<file path="config.mk">
export PLATFORM = sky130hd
export DESIGN_NAME = incremental_pid_controller_unit
export DESIGN_NICKNAME = d
export VERILOG_FILES = /design/src/rtl/core/ipid_pkg.sv /design/src/rtl/core/ipid_clamp.sv /design/src/rtl/core/incremental_pid_controller_unit.sv
export SDC_FILE = /design/constraint.sdc
export NUM_CORES = 2
export LEC_CHECK = 0
export BUFFER_PORTS_ARGS = -buffer_cell sky130_fd_sc_hd__buf_2
export CORE_MARGIN = 2
export CORE_UTILIZATION = 55
export DETAILED_ROUTE_END_ITERATION = 7
export PLACE_DENSITY = 0.71
export SKIP_CTS_REPAIR_TIMING = 1
export SLEW_MARGIN = 20
export SYNTH_ARGS = -nofsm -noshare
export SYNTH_HDL_FRONTEND = slang
export SYNTH_SLANG_ARGS = --single-unit
export TNS_END_PERCENT = 20
</file>
<file path="constraint.sdc">
create_clock -name clock -period 9.4 [get_ports clock]
set_input_delay 0.94 -clock clock [delete_from_list [all_inputs] [get_ports clock]]
set_output_delay 0.94 -clock clock [all_outputs]
set_load 0.005 [all_outputs]
</file>
<file path="src/rtl/core/ipid_pkg.sv">
`default_nettype none

package ipid_pkg;

   localparam int IN_W      = 16;
   localparam int ERR_W     = IN_W + 1;
   localparam int DIFF1_W   = ERR_W + 1;
   localparam int DIFF2_W   = ERR_W + 2;
   localparam int GAIN_W    = 24;
   localparam int LIMIT_W   = 31;
   localparam int DRIVE_W   = 32;
   localparam int PROD_W    = GAIN_W + DIFF2_W;
   localparam int SUM_W     = PROD_W + 2;
   localparam int CSR_DATA_W = 32;
   localparam int CSR_ADDR_W = 4;

   typedef logic signed [GAIN_W-1:0]  gain_type;
   typedef logic        [LIMIT_W-1:0] limit_type;
   typedef logic signed [DRIVE_W-1:0] drive_type;
   typedef logic signed [PROD_W-1:0]  prod_type;

   typedef enum logic [1:0] {
      REG_KP    = 2'd0,
      REG_KI    = 2'd1,
      REG_KD    = 2'd2,
      REG_LIMIT = 2'd3
   } csr_reg_type;

   typedef struct packed {
      prod_type p_term;
      prod_type i_term;
      prod_type d_term;
   } terms_type;

endpackage

`default_nettype wire

</file>
<file path="src/rtl/core/ipid_clamp.sv">
`default_nettype none

module ipid_clamp import ipid_pkg::*; (
   input  drive_type acc,
   input  terms_type terms,
   input  limit_type limit,
   output drive_type drive
);

   logic signed [SUM_W-1:0] sum;
   logic signed [SUM_W-1:0] pos_lim;
   logic signed [SUM_W-1:0] neg_lim;

   // exact wide sum: no wrap is possible at this width
   assign sum = SUM_W'(acc)
              + SUM_W'(terms.p_term)
              + SUM_W'(terms.i_term)
              + SUM_W'(terms.d_term);

   assign pos_lim = $signed({{(SUM_W-LIMIT_W){1'b0}}, limit});
   assign neg_lim = -pos_lim;

   always_comb begin
      priority if (sum > pos_lim) begin
         drive = pos_lim[DRIVE_W-1:0];
      end else if (sum < neg_lim) begin
         drive = neg_lim[DRIVE_W-1:0];
      end else begin
         drive = sum[DRIVE_W-1:0];
      end
   end

endmodule

`default_nettype wire

</file>
<file path="src/rtl/core/incremental_pid_controller_unit.sv">
// A request beat passes through the error stage, the product stage and the accumulate-and-clamp
// stage, in that order, before its result is valid; a stalled result holds the stages behind it.
// Throughput: one beat per cycle while rsp_stall is low; the drive register closes a loop
// through the add and clamp, so consecutive samples never wait on each other.
// Reset (synchronous): clears gains, limit, drive, error history and all valid flags.
`default_nettype none

module incremental_pid_controller_unit import ipid_pkg::*; (
   input  logic                    clock,
   input  logic                    reset,
   input  logic                    req_valid,
   output logic                    req_stall,
   input  logic signed [IN_W-1:0]  req_setpoint,
   input  logic signed [IN_W-1:0]  req_measured,
   output logic                    rsp_valid,
   input  logic                    rsp_stall,
   output logic signed [DRIVE_W-1:0] rsp_drive,
   input  logic                    csr_psel,
   input  logic                    csr_penable,
   input  logic                    csr_pwrite,
   input  logic [CSR_ADDR_W-1:0]   csr_paddr,
   input  logic [CSR_DATA_W-1:0]   csr_pwdata,
   output logic [CSR_DATA_W-1:0]   csr_prdata,
   output logic                    csr_pready
);

   // configuration
   gain_type  kp_ff, kp_in;
   gain_type  ki_ff, ki_in;
   gain_type  kd_ff, kd_in;
   limit_type limit_ff, limit_in;
   logic      csr_wr;
   csr_reg_type csr_sel;

   // error history and stage 1
   logic signed [ERR_W-1:0]   last_err_ff, prev_err_ff;
   logic signed [ERR_W-1:0]   err;
   logic signed [DIFF1_W-1:0] d1;
   logic signed [DIFF2_W-1:0] d2;
   logic                      s1_valid_ff, s1_valid_in;
   logic signed [DIFF2_W-1:0] s1_err_ff, s1_d1_ff, s1_d2_ff;

   // stage 2
   logic      s2_valid_ff, s2_valid_in;
   terms_type s2_terms_ff, s2_terms_in;

   // result / accumulator
   logic      rsp_valid_ff, rsp_valid_in;
   drive_type drive_ff, drive_next;

   logic rsp_free, s2_take, s1_load;

   assign csr_pready = 1'b1;
   assign csr_wr     = csr_psel & csr_penable & csr_pwrite;
   assign csr_sel    = csr_reg_type'(csr_paddr[3:2]);

   always_comb begin
      kp_in    = kp_ff;
      ki_in    = ki_ff;
      kd_in    = kd_ff;
      limit_in = limit_ff;
      if (csr_wr) begin
         unique case (csr_sel)
            REG_KP:    kp_in    = csr_pwdata[GAIN_W-1:0];
            REG_KI:    ki_in    = csr_pwdata[GAIN_W-1:0];
            REG_KD:    kd_in    = csr_pwdata[GAIN_W-1:0];
            REG_LIMIT: limit_in = csr_pwdata[LIMIT_W-1:0];
         endcase
      end
   end

   always_comb begin
      unique case (csr_sel)
         REG_KP:    csr_prdata = CSR_DATA_W'(kp_ff);
         REG_KI:    csr_prdata = CSR_DATA_W'(ki_ff);
         REG_KD:    csr_prdata = CSR_DATA_W'(kd_ff);
         REG_LIMIT: csr_prdata = {{(CSR_DATA_W-LIMIT_W){1'b0}}, limit_ff};
      endcase
   end

   // flow control: each stage moves when the next one is empty or moving
   assign rsp_free  = !rsp_valid_ff || !rsp_stall;
   assign s2_take   = s1_valid_ff && (!s2_valid_ff || rsp_free);
   assign req_stall = s1_valid_ff && s2_valid_ff && !rsp_free;
   assign s1_load   = req_valid && !req_stall;

   // error and its differences against the history
   assign err = {req_setpoint[IN_W-1], req_setpoint} - {req_measured[IN_W-1], req_measured};
   assign d1  = {err[ERR_W-1], err} - {last_err_ff[ERR_W-1], last_err_ff};
   assign d2  = {{2{err[ERR_W-1]}}, err}
              - {last_err_ff[ERR_W-1], last_err_ff, 1'b0}
              + {{2{prev_err_ff[ERR_W-1]}}, prev_err_ff};

   always_comb begin
      if (s1_load) begin
         s1_valid_in = 1'b1;
      end else if (s2_take) begin
         s1_valid_in = 1'b0;
      end else begin
         s1_valid_in = s1_valid_ff;
      end

      if (s2_take) begin
         s2_valid_in = 1'b1;
      end else if (rsp_free) begin
         s2_valid_in = 1'b0;
      end else begin
         s2_valid_in = s2_valid_ff;
      end

      if (s2_valid_ff && rsp_free) begin
         rsp_valid_in = 1'b1;
      end else if (!rsp_stall) begin
         rsp_valid_in = 1'b0;
      end else begin
         rsp_valid_in = rsp_valid_ff;
      end
   end

   assign s2_terms_in.p_term = PROD_W'(kp_ff) * PROD_W'(s1_d1_ff);
   assign s2_terms_in.i_term = PROD_W'(ki_ff) * PROD_W'(s1_err_ff);
   assign s2_terms_in.d_term = PROD_W'(kd_ff) * PROD_W'(s1_d2_ff);

   ipid_clamp u_clamp (
      .acc   (drive_ff),
      .terms (s2_terms_ff),
      .limit (limit_ff),
      .drive (drive_next)
   );

   always_ff @(posedge clock) begin
      if (reset) begin
         kp_ff        <= '0;
         ki_ff        <= '0;
         kd_ff        <= '0;
         limit_ff     <= '0;
         last_err_ff  <= '0;
         prev_err_ff  <= '0;
         s1_valid_ff  <= 1'b0;
         s2_valid_ff  <= 1'b0;
         rsp_valid_ff <= 1'b0;
         drive_ff     <= '0;
      end else begin
         kp_ff        <= kp_in;
         ki_ff        <= ki_in;
         kd_ff        <= kd_in;
         limit_ff     <= limit_in;
         s1_valid_ff  <= s1_valid_in;
         s2_valid_ff  <= s2_valid_in;
         rsp_valid_ff <= rsp_valid_in;
         // shift the history on every accepted beat
         if (s1_load) begin
            prev_err_ff <= last_err_ff;
            last_err_ff <= err;
         end
         if (s2_valid_ff && rsp_free) begin
            drive_ff <= drive_next;
         end
      end
   end

   always_ff @(posedge clock) begin
      if (s1_load) begin
         s1_err_ff <= {{2{err[ERR_W-1]}}, err};
         s1_d1_ff  <= {d1[DIFF1_W-1], d1};
         s1_d2_ff  <= d2;
      end
      if (s2_take) begin
         s2_terms_ff <= s2_terms_in;
      end
   end

   assign rsp_valid = rsp_valid_ff;
   assign rsp_drive = drive_ff;

endmodule

`default_nettype wire

</file>
==> impl_metrics.csv <==
group,metric,value,unit
floorplan,ioPinCount,142,
global_route,grt-ovfl-total,0,
floorplan,dieArea,0.127,sq mm
min_path,hold_path.class,"flip-flop to flip-flop",
cells_and_area,fin_util,0.583,
synth,syn_nets,9344,
drt,drtPass1Iterations,5,
sta,fin_crit_sh,0.956,
setup_path,crit_arrival,9.49,ns
drt,drc_errors,0,
floorplan,die_width,356,um
sta,tns,0,ns
clock_tree,insertion_delay,0.61,ns
setup_path,worstSetupPathType,"flip-flop to flip-flop",
drt,num_vias,51421,
floorplan,die_y,356,um
cells_and_area,nets,9312,
clock_tree,cts_made_buffers,38,
sta,fin_skew,0.0272,ns
setup_path,r2r-start,"rsp_drive[1]",
setup_path,worst-r2r-setup-slack,0.41,ns
sta,fmax,111,MHz
power_and_ir_drop,power_per_cell_area,248,mW/mm^2
sta,fin_ws,0.409,ns
sta,worst_slew_pin_slew,1.18,ns
power_and_ir_drop,irDropWorstVdd,491,uV
setup_path,crit_start,"rsp_drive[1]",
setup_path,max_stage_delay,0.53,ns
synth,synthDistinctLibCells,95,
synth,synthFlopType,"edfxtp_1",
setup_path,r2r_cells,34,
setup_path,cp_max_fo,10,
cells_and_area,final_common_cell,"inv_1",
floorplan,core,0.123,sq mm
cells_and_area,fin_cells,9024,
synth,synthTopCellsByArea,"fa_1 40%, ha_1 9.9%, edfxtp_1 7.9%",
placement,gp_congestion,1.00,
drt,dr.first_iter.drc_count,4295,
sta,max-slew-margin-rel,0.211,
setup_path,cp-endpoint,"rsp_drive[11]",
synth,yosysTopAreaCell,"fa_1",
power_and_ir_drop,p_leak,32.6,nW
synth,ys_warn_count,0,
clock_tree,clockBufferDepth,3,
clock_tree,clockRootBuffer,"clkbuf_16",
cells_and_area,final_cell_mix,"1,398 x inv_1, 1,343 x fa_1, 1,225 x nand2_1",
global_route,antenna_found_initial,12,
cells_and_area,drive_gt1_frac,0.0573,
global_route,grt_usage,0.317,
synth,syn_area,0.0681,sq mm
sta,whs,0.451,ns
sta,hold_viol,0,
synth,synth.yosys.seq_area_share,0.130,
global_route,grt_pass1_wl,308000,um
cells_and_area,design_area,0.0719,sq mm
synth,ys_seq_elements,352,
drt,ant_nets,0,
synth,synth_edf_count,180,
power_and_ir_drop,power.total,17.8,mW
sta,maxSlewViolCount,0,
placement,io_buffer_count,137,
setup_path,cp_slowest_cell,"fa_1",
setup_path,r2r_end,"rsp_drive[11]",
global_route,grt_pass1_vias,54608,
synth,synth_top_cell_area_share,0.395,
sta,setup-violations-final,0,
placement,dp_hpwl,161000,um
synth,synthArstFlopShare,0,
cells_and_area,areaGrowthSynthToFinish,5.60,%
placement,placed_cell_area,0.0704,sq mm
placement,dpl_worst_slack,0.360,ns
setup_path,start_kind,"flip-flop",
clock_tree,clk_pin_slew,0.07,ns
synth,syn-mean-instance-area,9.21,sq um
sta,min_period,8.99,ns
drt,viasPerCell,5.70,
floorplan,rows,129,
clock_tree,cts_max_level,2,
drt,routed_wl,193000,um
setup_path,required,9.90,ns
floorplan,start_util,0.552,
clock_tree,cts_tree,"done",
global_route,grt_max_degree,88,
placement,dpl.cell_count,8950,
clock_tree,clock_sinks,352,
flow_run,drv_cap,0,
setup_path,worstSetupEndpointType,"flip-flop",
outcome,outcome,"finished clean",
drt,wl_per_cell,21.3,um
synth,postSynthCellCount,7386,
[registers in the layout, summed over array words and instances, names as in the netlist]
register and flops:
rsp_drive 32, rsp_valid 1, kd_ff 24, s1_valid_ff 1, s2_terms_ff 126, s1_d1_ff 18
s2_valid_ff 1, s1_err_ff 17, limit_ff 31, last_err_ff 17, ki_ff 24, s1_d2_ff 19
kp_ff 24, prev_err_ff 17
[layout make-up]
type                    instances  area [sq um]
clock inverters                22           287
clock buffers                  48          1060
inverters                    1399          5250
multi-input cells            5295         52600
well taps                    1637          2050
diodes                          3          7.51
repair buffers                268          1710
fillers                     10832         51400
flip-flops and latches        352          8850
[cells in the mapped netlist, types with 108 or more instances]
| library cell | instances |
|---|---|
| edfxtp_1 | 180 |
| and2_1 | 445 |
| a21o_1 | 108 |
| clkbuf_1 | 311 |
| nand2_1 | 1225 |
| xnor2_1 | 201 |
| dfxtp_1 | 172 |
| a21oi_1 | 349 |
| nor2_1 | 160 |
| inv_1 | 1398 |
| o21ai_0 | 159 |
| ha_1 | 540 |
| fa_1 | 1343 |
[metal layers]
metal	wire [um]	GRT usage
met1	75700	0.411
met2	88200	0.506
met3	14600	0.0490
met4	14000	0.186
met5	90	0
[how the worst min path moves through the flow]
stage	from	endpoint	depth (start not counted)
2_1_floorplan	last_err_ff[15]	prev_err_ff[15]	2
3_3_place_gp	last_err_ff[16]	prev_err_ff[16]	2
3_5_place_dp	last_err_ff[16]	prev_err_ff[16]	2
4_1_cts	last_err_ff[16]	prev_err_ff[16]	2
5_1_grt	last_err_ff[2]	prev_err_ff[2]	2
6_report	last_err_ff[16]	prev_err_ff[16]	2
[worst max-delay path, delay by kind of cell (launching register included)]
family	cells	cell delay (ns)
AND/OR/NAND/NOR	3	0.41
adder cells (fa/ha/maj)	6	2.36
buffers and inverters	3	0.40
AO/OA/AOI/OAI	20	4.81
flip-flops	1	0.33
XOR/XNOR	2	0.59
[logic make-up (layout without fill, tap and decap cells)]
group / after synthesis / in the layout / share of synthesized area
and+or+nand+nor: 2220 / 2220 / 0.152
adders and majority gates: 1884 / 1884 / 0.494
buffers and inverters: 1739 / 1737 / 0.0973
AOI/OAI and AO/OA: 904 / 904 / 0.0838
DFF: 352 / 352 / 0.130
xor gates and xnor gates: 255 / 255 / 0.0330
muxes: 31 / 31 / 0.00882
other: 1 / 4 / 0.0000551
[power by group]
part	total [mW]	internal (mW)	switching, mW
Clock	1.66	0.933	0.731
Combinational	13.5	5.35	8.15
Sequential	2.63	1.98	0.653
Total	17.8	8.27	9.54
Power figures use the tool's default switching activity.
